`config.mk`:
```
export PLATFORM = sky130hd
export DESIGN_NAME = inode_cache_free_list_core
export DESIGN_NICKNAME = d
export VERILOG_FILES = /design/src/icfl_pkg.sv /design/src/icfl_ram.sv /design/src/icfl_front.sv /design/src/icfl_back.sv /design/src/inode_cache_free_list_core.sv
export SDC_FILE = /design/constraint.sdc
export NUM_CORES = 2
export LEC_CHECK = 0
export BUFFER_PORTS_ARGS = -buffer_cell sky130_fd_sc_hd__buf_2
export CELL_PAD_IN_SITES_DETAIL_PLACEMENT = 2
export CELL_PAD_IN_SITES_GLOBAL_PLACEMENT = 2
export CORE_MARGIN = 2
export CORE_UTILIZATION = 37
export DETAILED_ROUTE_END_ITERATION = 10
export PLACE_DENSITY_LB_ADDON = 0.1
export SETUP_SLACK_MARGIN = 0.1
export SLEW_MARGIN = 15
export SYNTH_ARGS = -nofsm -noshare
export SYNTH_HDL_FRONTEND = slang
export SYNTH_SLANG_ARGS = --single-unit
```
`constraint.sdc`:
```
create_clock -name clk -period 7.35 [get_ports clk]
set_input_delay 0 -clock clk [delete_from_list [all_inputs] [get_ports clk]]
set_output_delay 0 -clock clk [all_outputs]
set_load 0.02 [all_outputs]
```
`src/icfl_pkg.sv`:
```
// shared types and constants for the inode cache free list
`default_nettype none
package icfl_pkg;
    localparam int unsigned ENTRIES_DEF = 64;
    localparam int unsigned SLOT_W = 6;
    localparam int unsigned DEV_W = 8;
    localparam int unsigned INO_W = 32;

    typedef enum logic [1:0] {
        CMD_ALLOC  = 2'd0,
        CMD_FREE   = 2'd1,
        CMD_LOOKUP = 2'd2,
        CMD_REMOVE = 2'd3
    } cmd_t;

    typedef enum logic [1:0] {
        ST_OK    = 2'd0,
        ST_EMPTY = 2'd1,
        ST_WRONG = 2'd2
    } status_t;

    typedef struct packed {
        cmd_t               command;
        logic [SLOT_W-1:0]  slot_index;
        logic [DEV_W-1:0]   device_number;
        logic [INO_W-1:0]   inode_number;
    } req_t;

    typedef struct packed {
        status_t            status;
        logic [SLOT_W-1:0]  result_slot;
        logic               slot_was_free;
        logic               list_empty;
    } rsp_t;
endpackage
`default_nettype wire

```
`src/icfl_ram.sv`:
```
// generic single-port ram with registered read
`default_nettype none
module icfl_ram #(
    parameter int unsigned WIDTH = 8,
    parameter int unsigned DEPTH = 64
) (
    input  wire logic                     clk,
    input  wire logic                     we,
    input  wire logic [$clog2(DEPTH)-1:0] addr,
    input  wire logic [WIDTH-1:0]         wdata,
    output logic      [WIDTH-1:0]         rdata
);
    logic [WIDTH-1:0] mem [DEPTH];

    always_ff @(posedge clk)
    begin
        if (we)
        begin
            mem[addr] <= wdata;
        end
        rdata <= mem[addr];
    end
endmodule
`default_nettype wire

```
`src/icfl_front.sv`:
```
// input stage and two-entry request queue
`default_nettype none
module icfl_front (
    input  wire logic          clk,
    input  wire logic          rst_n,
    input  wire logic          in_valid,
    output logic               in_ready,
    input  wire icfl_pkg::req_t in_req,
    output logic               q_valid,
    input  wire logic          q_ready,
    output icfl_pkg::req_t     q_req
);
    import icfl_pkg::*;

    req_t       buf_reg [2];
    logic       wp_reg, wp_next, rp_reg, rp_next;
    logic [1:0] cnt_reg, cnt_next;
    logic       push, pop;

    assign in_ready = (cnt_reg != 2'd2);
    assign q_valid  = (cnt_reg != 2'd0);
    assign q_req    = buf_reg[rp_reg];
    assign push     = in_valid && in_ready;
    assign pop      = q_valid && q_ready;

    always_comb
    begin
        wp_next  = push ? ~wp_reg : wp_reg;
        rp_next  = pop ? ~rp_reg : rp_reg;
        cnt_next = cnt_reg + {1'b0, push} - {1'b0, pop};
    end

    always_ff @(posedge clk or negedge rst_n)
    begin
        if (!rst_n)
        begin
            wp_reg  <= 1'b0;
            rp_reg  <= 1'b0;
            cnt_reg <= 2'd0;
        end
        else
        begin
            wp_reg  <= wp_next;
            rp_reg  <= rp_next;
            cnt_reg <= cnt_next;
        end
    end

    always_ff @(posedge clk)
    begin
        if (push)
        begin
            buf_reg[wp_reg] <= in_req;
        end
    end
endmodule
`default_nettype wire

```
`src/icfl_back.sv`:
```
// sequencer that walks the slot tables and the free list links
`default_nettype none
module icfl_back #(
    parameter int unsigned ENTRIES = icfl_pkg::ENTRIES_DEF
) (
    input  wire logic           clk,
    input  wire logic           rst_n,
    input  wire logic           q_valid,
    output logic                q_ready,
    input  wire icfl_pkg::req_t q_req,
    output logic                out_valid,
    input  wire logic           out_ready,
    output icfl_pkg::rsp_t      out_rsp
);
    import icfl_pkg::*;

    localparam int unsigned AW = $clog2(ENTRIES);
    localparam logic [AW-1:0] LAST = AW'(ENTRIES - 1);

    typedef enum logic [10:0] {
        S_INIT   = 11'b00000000001,
        S_IDLE   = 11'b00000000010,
        S_RD     = 11'b00000000100,
        S_DEC    = 11'b00000001000,
        S_ULRD   = 11'b00000010000,
        S_ULW1   = 11'b00000100000,
        S_ULW2   = 11'b00001000000,
        S_APW1   = 11'b00010000000,
        S_APW2   = 11'b00100000000,
        S_SCAN   = 11'b01000000000,
        S_DONE   = 11'b10000000000
    } state_t;

    state_t state_reg, state_next;
    req_t   req_reg;
    logic [AW-1:0] addr_reg, addr_next;   // init/scan counter
    logic [AW-1:0] slot_reg, slot_next;   // slot being worked on
    logic [AW-1:0] p_reg, p_next, n_reg, n_next;
    logic [AW-1:0] head_reg, head_next, tail_reg, tail_next;
    logic          scan_last_reg, scan_last_next;
    rsp_t          rsp_reg, rsp_next;
    logic          ov_reg, ov_next;
    logic          fr_we, fr_val, fr_rd;
    logic [AW-1:0] fr_addr;

    // link rams: separate ports, address chosen by state
    logic          nx_we, pv_we, tg_we;
    logic [AW-1:0] nx_addr, pv_addr, tg_addr;
    logic [AW-1:0] nx_wd, pv_wd, nx_rd, pv_rd;
    logic [DEV_W+INO_W-1:0] tg_wd, tg_rd;

    icfl_ram #(.WIDTH(AW), .DEPTH(ENTRIES)) u_next (
        .clk(clk), .we(nx_we), .addr(nx_addr), .wdata(nx_wd), .rdata(nx_rd));
    icfl_ram #(.WIDTH(AW), .DEPTH(ENTRIES)) u_prev (
        .clk(clk), .we(pv_we), .addr(pv_addr), .wdata(pv_wd), .rdata(pv_rd));
    icfl_ram #(.WIDTH(DEV_W+INO_W), .DEPTH(ENTRIES)) u_tag (
        .clk(clk), .we(tg_we), .addr(tg_addr), .wdata(tg_wd), .rdata(tg_rd));
    // free flags, addressed with the tags during a scan
    icfl_ram #(.WIDTH(1), .DEPTH(ENTRIES)) u_free (
        .clk(clk), .we(fr_we), .addr(fr_addr), .wdata(fr_val), .rdata(fr_rd));

    logic slot_ok;
    logic [AW:0] slot_wide;
    assign slot_wide = (AW+1)'(q_req.slot_index);
    assign q_ready   = (state_reg == S_IDLE) && !ov_reg;
    assign out_valid = ov_reg;
    assign out_rsp   = rsp_reg;
    assign slot_ok   = (req_reg.slot_index != '0) &&
                       ({{(32-SLOT_W){1'b0}}, req_reg.slot_index} < 32'(ENTRIES));

    always_comb
    begin
        state_next     = state_reg;
        addr_next      = addr_reg;
        slot_next      = slot_reg;
        p_next         = p_reg;
        n_next         = n_reg;
        head_next      = head_reg;
        tail_next      = tail_reg;
        scan_last_next = scan_last_reg;
        rsp_next       = rsp_reg;
        ov_next        = ov_reg && !out_ready;
        nx_we = 1'b0; pv_we = 1'b0; tg_we = 1'b0;
        nx_addr = slot_reg; pv_addr = slot_reg; tg_addr = addr_reg;
        nx_wd = '0; pv_wd = '0; tg_wd = '0;
        fr_we = 1'b0; fr_val = 1'b0; fr_addr = slot_reg;
        unique case (state_reg)
            S_INIT:
            begin
                // clearing pass builds the reset links, tags and free flags
                nx_we = 1'b1; pv_we = 1'b1; tg_we = 1'b1;
                nx_addr = addr_reg; pv_addr = addr_reg;
                nx_wd = (addr_reg == LAST) ? '0 : addr_reg + 1'b1;
                pv_wd = (addr_reg == '0) ? LAST : addr_reg - 1'b1;
                fr_we = 1'b1; fr_val = 1'b1; fr_addr = addr_reg;
                addr_next = addr_reg + 1'b1;
                if (addr_reg == LAST)
                begin
                    state_next = S_IDLE;
                end
            end
            S_IDLE:
            begin
                if (q_valid && !ov_reg)
                begin
                    state_next = S_DEC;
                    rsp_next = '{status: ST_OK, result_slot: '0,
                                 slot_was_free: 1'b0, list_empty: 1'b0};
                    slot_next = AW'(q_req.slot_index);
                    if (slot_wide >= (AW+1)'(ENTRIES))
                    begin
                        slot_next = '0;
                    end
                    fr_addr = slot_next;
                    if (q_req.command == CMD_LOOKUP)
                    begin
                        addr_next = AW'(1);
                        tg_addr = AW'(1);
                        fr_addr = AW'(1);
                        scan_last_next = (ENTRIES == 2);
                        state_next = S_SCAN;
                    end
                end
            end
            S_DEC:
            begin
                case (req_reg.command)
                    CMD_ALLOC:
                    begin
                        if (head_reg == '0)
                        begin
                            rsp_next.status = ST_EMPTY;
                            state_next = S_DONE;
                        end
                        else
                        begin
                            slot_next = head_reg;
                            nx_addr = head_reg; pv_addr = head_reg;
                            tg_we = 1'b1; tg_addr = head_reg;
                            tg_wd = {req_reg.device_number, req_reg.inode_number};
                            rsp_next.result_slot = SLOT_W'(head_reg);
                            state_next = S_ULRD;
                        end
                    end
                    CMD_REMOVE:
                    begin
                        if (!slot_ok || !fr_rd)
                        begin
                            rsp_next.status = ST_WRONG;
                            state_next = S_DONE;
                        end
                        else
                        begin
                            state_next = S_ULRD;
                        end
                    end
                    default:
                    begin
                        if (!slot_ok || fr_rd)
                        begin
                            rsp_next.status = ST_WRONG;
                            state_next = S_DONE;
                        end
                        else
                        begin
                            // append at tail
                            nx_we = 1'b1; nx_addr = slot_reg; nx_wd = '0;
                            pv_we = 1'b1; pv_addr = slot_reg; pv_wd = tail_reg;
                            fr_we = 1'b1; fr_val = 1'b1;
                            state_next = S_APW1;
                        end
                    end
                endcase
            end
            S_ULRD:
            begin
                // ram outputs hold prev and next of slot
                p_next = pv_rd;
                n_next = nx_rd;
                state_next = S_ULW1;
            end
            S_ULW1:
            begin
                nx_we = 1'b1; nx_addr = p_reg; nx_wd = n_reg;
                pv_we = 1'b1; pv_addr = n_reg; pv_wd = p_reg;
                if (p_reg == '0) head_next = n_reg;
                if (n_reg == '0) tail_next = p_reg;
                state_next = S_ULW2;
            end
            S_ULW2:
            begin
                nx_we = 1'b1; nx_addr = slot_reg; nx_wd = '0;
                pv_we = 1'b1; pv_addr = slot_reg; pv_wd = '0;
                fr_we = 1'b1; fr_val = 1'b0;
                state_next = S_DONE;
            end
            S_APW1:
            begin
                nx_we = 1'b1; nx_addr = tail_reg; nx_wd = slot_reg;
                pv_we = 1'b1; pv_addr = '0; pv_wd = slot_reg;
                if (tail_reg == '0) head_next = slot_reg;
                tail_next = slot_reg;
                state_next = S_DONE;
            end
            S_SCAN:
            begin
                // tg_rd and fr_rd hold tags and free flag of addr_reg
                tg_addr = addr_reg + 1'b1;
                fr_addr = addr_reg + 1'b1;
                if (tg_rd == {req_reg.device_number, req_reg.inode_number})
                begin
                    rsp_next.result_slot = SLOT_W'(addr_reg);
                    rsp_next.slot_was_free = fr_rd;
                    state_next = S_DONE;
                end
                else if (scan_last_reg)
                begin
                    rsp_next.status = ST_EMPTY;
                    state_next = S_DONE;
                end
                else
                begin
                    addr_next = addr_reg + 1'b1;
                    scan_last_next = (addr_reg + 1'b1 == LAST);
                end
            end
            S_DONE:
            begin
                rsp_next.list_empty = (head_reg == '0);
                ov_next = 1'b1;
                state_next = S_IDLE;
            end
            default:
            begin
                state_next = S_IDLE;
            end
        endcase
    end

    always_ff @(posedge clk or negedge rst_n)
    begin
        if (!rst_n)
        begin
            state_reg <= S_INIT;
            addr_reg  <= '0;
            head_reg  <= AW'(1);
            tail_reg  <= LAST;
            ov_reg    <= 1'b0;
        end
        else
        begin
            state_reg <= state_next;
            addr_reg  <= addr_next;
            head_reg  <= head_next;
            tail_reg  <= tail_next;
            ov_reg    <= ov_next;
        end
    end

    always_ff @(posedge clk)
    begin
        slot_reg      <= slot_next;
        p_reg         <= p_next;
        n_reg         <= n_next;
        scan_last_reg <= scan_last_next;
        rsp_reg       <= rsp_next;
        if (state_reg == S_IDLE && q_valid && !ov_reg)
        begin
            req_reg <= q_req;
        end
    end
endmodule
`default_nettype wire

```
`src/inode_cache_free_list_core.sv`:
```
// top level of the inode cache with free list
// Usage: requests arrive on s_axis (command, slot, device, inode), one result
// per request leaves on m_axis (status, slot, was-free flag, list-empty flag).
// A two-entry request queue decouples the input from the sequencer, so the
// sender can push while the sequencer works or a result waits.
// After reset a clearing pass over all ENTRIES slots writes the reset links, tags
// and free flags; no request is taken from the queue until it is done.
// Allocate takes the head slot and writes its tag; allocate and remove then
// read the slot's links, unlink it and clear its links and free flag; free
// appends the slot at the tail. Rejected requests and allocate on an empty
// list go straight to the result. Lookup scans the tag memory one slot per
// cycle from slot 1 until a hit or the last slot. The link, tag and flag
// memories are single-port. One request is worked on at a time; the next is
// popped the cycle after the result transfer. When m_axis_tready is low the
// result holds in the output register and the sequencer waits; the queue
// keeps accepting until both entries are full.
`default_nettype none
module inode_cache_free_list_core #(
    parameter int unsigned ENTRIES = icfl_pkg::ENTRIES_DEF
) (
    input  wire logic        clk,
    input  wire logic        rst_n,
    input  wire logic        s_axis_tvalid,
    output logic             s_axis_tready,
    // command[1:0], slot_index[7:2], device_number[15:8], inode_number[47:16]
    input  wire logic [47:0] s_axis_tdata,
    output logic             m_axis_tvalid,
    input  wire logic        m_axis_tready,
    // status[1:0], result_slot[7:2], slot_was_free[8], list_empty[9]
    output logic [15:0]      m_axis_tdata
);
    import icfl_pkg::*;

    req_t in_req, q_req;
    rsp_t rsp;
    logic q_valid, q_ready;

    assign in_req.command       = cmd_t'(s_axis_tdata[1:0]);
    assign in_req.slot_index    = s_axis_tdata[7:2];
    assign in_req.device_number = s_axis_tdata[15:8];
    assign in_req.inode_number  = s_axis_tdata[47:16];
    assign m_axis_tdata = {6'd0, rsp.list_empty, rsp.slot_was_free,
                           rsp.result_slot, rsp.status};

    icfl_front u_front (
        .clk(clk), .rst_n(rst_n),
        .in_valid(s_axis_tvalid), .in_ready(s_axis_tready), .in_req(in_req),
        .q_valid(q_valid), .q_ready(q_ready), .q_req(q_req));

    icfl_back #(.ENTRIES(ENTRIES)) u_back (
        .clk(clk), .rst_n(rst_n),
        .q_valid(q_valid), .q_ready(q_ready), .q_req(q_req),
        .out_valid(m_axis_tvalid), .out_ready(m_axis_tready), .out_rsp(rsp));
endmodule
`default_nettype wire

```
Word level (Yosys, flattened, before mapping)
Memory sizes are Yosys's and may differ from the RTL's. A register that Yosys moved wholly into a read port is not among the register bits.
Cells that the tools add are included.
W data, S select, Z words.
{"block": "totals", "reg_bits": 111, "ramBits": 3488, "input_bits": 52, "output_inout_bits": 18, "n_memories": 5}
{"name": "u_back.u_tag.mem", "words": 64, "width": 40, "read_ports": 1, "rd_ports_with_merged_regs": 1, "wr": 1, "line": "icfl_ram.sv:13", "source": "logic [WIDTH-1:0] mem [DEPTH];"}
{"name": "u_back.u_next.mem", "words": 64, "width": 6, "read_ports": 1, "rd_ports_with_merged_regs": 1, "wr": 1, "line": "icfl_ram.sv:13"}
{"name": "u_back.u_prev.mem", "words": 64, "width": 6, "read_ports": 1, "rd_ports_with_merged_regs": 1, "wr": 1, "line": "icfl_ram.sv:13"}
{"name": "u_front.buf_reg", "words": 2, "width": 48, "read_ports": 1, "rd_ports_with_merged_regs": 0, "wr": 1, "line": "icfl_front.sv:15", "source": "req_t buf_reg [2];"}
{"name": "u_back.u_free.mem", "words": 64, "width": 1, "read_ports": 1, "rd_ports_with_merged_regs": 1, "wr": 1, "line": "icfl_ram.sv:13"}
{"block": "classes", "addsub": 4, "n_lt_le_gt_ge": 1, "eq_ne": 31, "mux": 77, "bitwise": 2, "reduce_logical": 41}
{"cell": "$mux W6", "count": 21}
{"cell": "$mux W40", "count": 3}
{"cell": "$mux W11", "count": 7}
{"cell": "$pmux W11 S7", "count": 1}
{"cell": "$pmux W6 S3", "count": 4}
{"cell": "$pmux W6 S4", "count": 3}
{"cell": "$eq A40 B40 Y1", "count": 1}
{"cell": "$pmux W6 S2", "count": 3}
{"cell": "$logic_not A6 Y1", "count": 5}
{"cell": "$pmux W8 S3", "count": 1}
{"cell": "$pmux W11 S2", "count": 1}
{"cell": "$mux W10", "count": 2}
{"cell": "$mux W1", "count": 17}
{"cell": "$ne A2 B2 Y1 const B", "count": 7}
{"cell": "$pmux W1 S2", "count": 7}
{"cell": "$eq A6 B6 Y1 const B", "count": 2}
{"cell": "$ne A2 B1 Y1 const B", "count": 6}
{"cell": "$reduce_and A3 Y1", "count": 4}
{"cell": "$eq A11 B1 Y1 const B", "count": 1}
{"cell": "$eq A11 B10 Y1 const B", "count": 1}
{"cell": "$eq A11 B11 Y1 const B", "count": 1}
{"cell": "$eq A11 B2 Y1 const B", "count": 1}
{"cell": "$eq A11 B4 Y1 const B", "count": 1}
{"cell": "$eq A11 B5 Y1 const B", "count": 1}
{"cell": "29 further kinds", "count": 55}

Depth between registers and ports, before layout
{"block": "logic_depth", "ltp_word": 8, "depth_mapped": 17}

Cells and area by module
Synthesis repeated with hierarchy kept, for this count alone.
{"block": "hier_totals", "cells_unflattened": 8158, "hier_area_um2": 142452.9}
{"module": "icfl_ram (u_back.u_tag)", "n_inst": 1, "cells_per_inst": 5303, "area_per_inst_um2": 99305.2, "seq_area_each_um2": 77674.5}
{"module": "icfl_ram (u_back.u_next ...)", "n_inst": 2, "cells_per_inst": 923, "area_per_inst_um2": 15265.9, "seq_area_each_um2": 11651.2}
{"module": "icfl_back", "n_inst": 1, "cells_per_inst": 593, "area_per_inst_um2": 5853.1, "seq_area_each_um2": 3022.9}
{"module": "icfl_front", "n_inst": 1, "cells_per_inst": 166, "area_per_inst_um2": 3706.1, "seq_area_each_um2": 2982.9}
{"module": "icfl_ram (u_back.u_free)", "n_inst": 1, "cells_per_inst": 243, "area_per_inst_um2": 3007.9, "seq_area_each_um2": 1941.9}
{"module": "inode_cache_free_list_core", "n_inst": 1, "cells_per_inst": 7, "area_per_inst_um2": 48.8, "seq_area_each_um2": 0.0}

Least setup slack after synthesis
Ideal clock, no wire load.
{"block": "synth_path", "path_kind": "register -> register", "startpoint": "register u_back.state_reg[6]", "endpoint": "memory u_back.u_next.mem[0][1] (netlist name) (data pin)", "setup_time_ps": 703, "arrival_time_ps": 4585, "required_ps": 6647, "path_slack_ps": 2062, "path_stages_with_launch": 6, "period_less_slack_ps": 5288, "path_cell_list": "dfrtp_1 -> buf_2 -> or4_1 -> nor3_1 -> o21ai_0 -> o21ai_0"}
{"block": "synth_between", "elab_chain_len": 2}
{"element": "start: declaration", "line": "icfl_back.sv:34", "source": "state_t state_reg, state_next;"}
{"element": "start signal: assignment", "line": "icfl_back.sv:252", "source": "state_reg <= state_next;"}
{"element": "$eq A11 B8 Y1 (tied with other cells)", "line": "icfl_back.sv:87", "source": "unique case (state_reg)"}
{"element": "$pmux W6 S3 *", "line": "icfl_back.sv:87"}
{"element": "net u_back.nx_wd[1]", "line": "icfl_back.sv:49", "source": "logic [AW-1:0] nx_wd, pv_wd, nx_rd, pv_rd;"}
{"element": "end: declaration", "line": "icfl_ram.sv:13"}
The timed path passes the listed nets; every way through them passes the cells marked *.

Worst setup path after layout
{"block": "layout_path", "startpoint": "register u_back.req_reg[47] (netlist name)", "endpoint": "register u_back.u_tag.rdata[11] (read register of u_back.u_tag.mem)"}
{"block": "layout_between", "elab_chain_len": 3}
{"element": "start: declaration", "line": "icfl_back.sv:35", "source": "req_t req_reg;"}
{"element": "start signal: assignment", "line": "icfl_back.sv:269", "source": "req_reg <= q_req;"}
{"element": "$logic_not A2 Y1", "line": "icfl_back.sv:127", "source": "case (req_reg.command)"}
{"element": "$mux W6", "line": "icfl_back.sv:127"}
{"element": "$pmux W6 S3", "line": "icfl_back.sv:87"}
{"element": "end: declaration", "line": "icfl_ram.sv:11", "source": "output logic [WIDTH-1:0] rdata"}
No other way between the ends.
A chain may end at the register's enable or synchronous reset.

==> impl_metrics.py <==
metrics = {
    "outcome": {
        "status": "complete, no violations",
    },
    "floorplanning": {
        "row_count": 229,
        "die_area_mm2": 0.395,
        "ios": 70,
        "die_w_um": 628,
        "core_mm2": 0.389,
        "die_y_um": 628,
        "start_util_pct": 37.1,
    },
    "layout": {
        "layout.nets": 10400,
        "largest_reg_flops": 2560,
        "area_delta_synth_final_pct": 15.0,
        "reg.largest.list": "u_back.u_tag.mem x2560, u_back.u_next.mem x384, u_back.u_prev.mem x384",
        "final_layout_size_suffix_gt1_share_pct": 10.8,
        "top_register": "u_back.u_tag.mem",
        "fin_util_pct": 42.7,
    },
    "clocking": {
        "cts_made_buffers": 405,
        "clock-sinks": 3650,
        "clock_path_buffers": 4,
        "cts_root_buffer": "clkbuf_16",
        "h-tree-depth": 5,
        "cts_tree": "yes",
        "clkLatencyLatePin_ns": 0.99,
        "cts_resized": 0,
        "post_cts_buffers": 0,
        "cts.clk_slew.worst_paths_ns": 0.07,
        "hold_buffers": 103,
    },
    "global_route": {
        "grt_pass1_vias": 97900,
        "track_usage_pct": 25.5,
        "gr-total-overflow": 0,
        "antenna_found_initial": 15,
        "grt_max_degree": 145,
        "grt_pass1_wl_um": 732000,
    },
    "sta": {
        "layout_min_cycle_time_ns": 5.87,
        "tightest_slew_ns": 1.29,
        "setup_violations": 0,
        "hold_violations": 0,
        "fmax_mhz": 170,
        "holdWs_ns": 0.329,
        "fin_crit_sh_pct": 79.9,
        "setup_tns_ns": 0,
        "rsz0062_at_grt": "no",
        "relSlewSlack_pct": 13.8,
        "worst_clock_skew_ns": 0.0400,
        "drv_slew": 0,
    },
    "synth": {
        "yosysWarnings": 0,
        "ys_types": 101,
        "synth_edf_count": 3565,
        "synth_seq_cells": 3650,
        "syn-cell-area_mm2": 0.144,
        "postSynthAreaPerCell_um2": 14.2,
        "yosysSeqAreaShare_pct": 75.6,
        "async_reset_ff_share_pct": 0.877,
        "synth-main-ff-cell": "edfxtp_1",
        "synthCells": 10100,
    },
    "detailed_routing": {
        "routedWlPerCell_um": 32.4,
        "drt_iter0_markers": 7475,
        "first_pass_iters": 6,
        "routed_wl_um": 515000,
        "vias": 90400,
        "via_per_inst": 5.69,
        "drc": 0,
        "postRouteAntennaNets": 0,
    },
    "worst_setup_path": {
        "critPathKind": "reg -> reg",
        "endpoint_kind": "flop",
        "crit_slowest_cell": "o21ai_4",
        "cp_data_arrival_time_ns": 6.73,
        "worst-path-max-fanout": 44,
        "cp_common_cell": "buf_4",
        "crit_chain": "inv_1 -> ha_1 -> a21boi_4 -> buf_4 -> a21oi_4 -> o21ai_4 -> buf_4 -> mux2i_1 -> a22oi_1 -> a32oi_1 -> nand4_1 -> or4_1",
        "reg2reg_slack_ns": 1.48,
        "critPathMaxStageDelay_ns": 0.70,
        "start_kind": "flop",
        "crit_required_ns": 8.21,
        "critical_path_buf_inv_count": 3,
        "critPathTopFamily": "compound AO/OA/AOI/OAI gates",
    },
    "flow_run": {
        "max-cap-violations": 0,
    },
    "worst_hold_path": {
        "hp-class": "in -> reg",
    },
    "place": {
        "gp_congestion": 0.813,
        "port_buffers": 63,
        "dpl.hpwl_um": 301000,
    },
    "power_and_ir_drop": {
        "finalPower_mw": 67.0,
        "peakVddDrop_mv": 0.728,
        "p_leak_nw": 58.9,
        "power.density_mw_per_mm2": 405,
    },
}
worst min-delay path, cell delays in order:
cell           delay [ns]
dlygate4sd3_1        0.53
buf_2                0.10
dlygate4sd3_1        0.56
cell type report:
type | count | area (um^2)
Fill cell | 37700 | 223000
Sequential cell | 3650 | 109000
Multi-Input combinational cell | 5795 | 33300
Clock buffer | 537 | 10900
Tap cell | 5197 | 6500
Timing Repair Buffer | 433 | 4010
Clock inverter | 204 | 1880
Antenna cell | 42 | 105
Inverter | 25 | 93.8
per-layer routing:
metal / global-route usage, % / up-vias / wire length (um)
met5: 0 / - / 14
met4: 9.22 / 2 / 18900
met3: 2.05 / 726 / 17100
met2: 44.9 / 2040 / 262000
met1: 32.9 / 48700 / 217000
li1: - / 38900 / -
logic make-up (layout without fill, tap and decap cells):
family	Yosys count	count (layout)	synth area share (%)
AO/OA/AOI/OAI	1754	1754	8.03
XOR/XNOR	58	58	0.352
adder cells (fa/ha/maj)	8	8	0.0695
buffers and inverters	677	1199	2.02
flip-flops	3650	3650	75.6
multiplexers	475	475	3.42
other	1	48	0.00260
AND/OR/NAND/NOR	3494	3494	10.5
report_power, final:
| part | switching (mW) | leakage [nW] | internal [mW] |
|---|---|---|---|
| Combinational | 16.6 | 13.4 | 5.96 |
| Sequential | 0.834 | 39.3 | 23.6 |
| Clock | 8.61 | 6.25 | 11.4 |
| Total | 26.0 | 58.9 | 41.0 |
stage by stage:
stage / setup WS [ns] / cells / area [um^2]
finish: 1.48 / 15900 / 166000
global route: 1.31 / 15900 / 166000
global placement: 1.51 / 15000 / 152000
floorplan: 2.06 / 10100 / 144000
detailed placement: 1.37 / 15000 / 152000
CTS: 1.39 / 15800 / 166000
synthesized netlist by cell type, types with 15 or more instances:
master	count	area share [%]
a211o_1	33	0.20
buf_1	79	0.21
and2_1	16	0.069
a311oi_1	36	0.22
a22o_1	39	0.24
nand2_1	2073	5.4
a221oi_1	32	0.19
dfxtp_1	53	0.74
nand4_1	134	0.58
buf_4	26	0.14
dfrtp_1	24	0.42
mux2i_1	405	2.8
o21ai_0	37	0.13
o211ai_1	18	0.094
nand3_1	494	1.7
mux2_2	61	0.48
nor2_1	375	0.98
nor4_1	46	0.20
clkbuf_1	349	0.91
a21oi_1	728	2.5
xor2_1	15	0.091
a31oi_1	92	0.40
a211oi_1	174	0.91
a221o_1	38	0.26
a21o_1	55	0.29
nor3_1	92	0.32
buf_2	194	0.67
and3_1	172	0.75
xnor2_1	43	0.26
o22ai_1	140	0.61
inv_1	24	0.063
edfxtp_1	3565	74
a32o_1	38	0.26
a32oi_1	46	0.28
a22oi_1	158	0.82
or4_1	42	0.22
cells in the final DEF, fill, tap and decap left out, types with 36 or more instances in the layout:
cell type,count
a21oi_1,725
o22ai_1,140
clkbuf_16,410
a21o_1,54
and3_2,41
nor2_1,304
buf_2,63
a22o_1,39
clkinv_2,65
dfxtp_1,53
mux2_2,61
nand4_1,134
a32oi_1,46
nand3_1,493
edfxtp_1,3565
clkbuf_1,110
or4_1,42
nor4_1,45
buf_4,214
a31oi_1,92
nand2_1,2070
and3_1,131
dlygate4sd3_1,102
buf_12,53
a211oi_1,169
clkinv_1,80
a22oi_1,158
xnor2_1,43
a32o_1,38
mux2i_1,405
nor2_4,72
a221o_1,36
nor3_1,90
diode_2,42
a311oi_1,36
path summary, 6_finish.rpt:
check	startpoint	end	depth (start not counted)
max	u_back.req_reg[47]	u_back.u_tag.rdata[11]	12
min	s_axis_tdata[10]	u_front.buf_reg[0][34]	3
max reg2reg	u_back.req_reg[47]	u_back.u_tag.rdata[11]	12
min reg2reg	u_back.u_next.rdata[2]	u_back.n_reg[2]	0
max in group asynchronous	rst_n	u_front.rp_reg	4
min in group asynchronous	rst_n	u_back.state_reg[0]	3
Power figures use the tool's default switching activity.
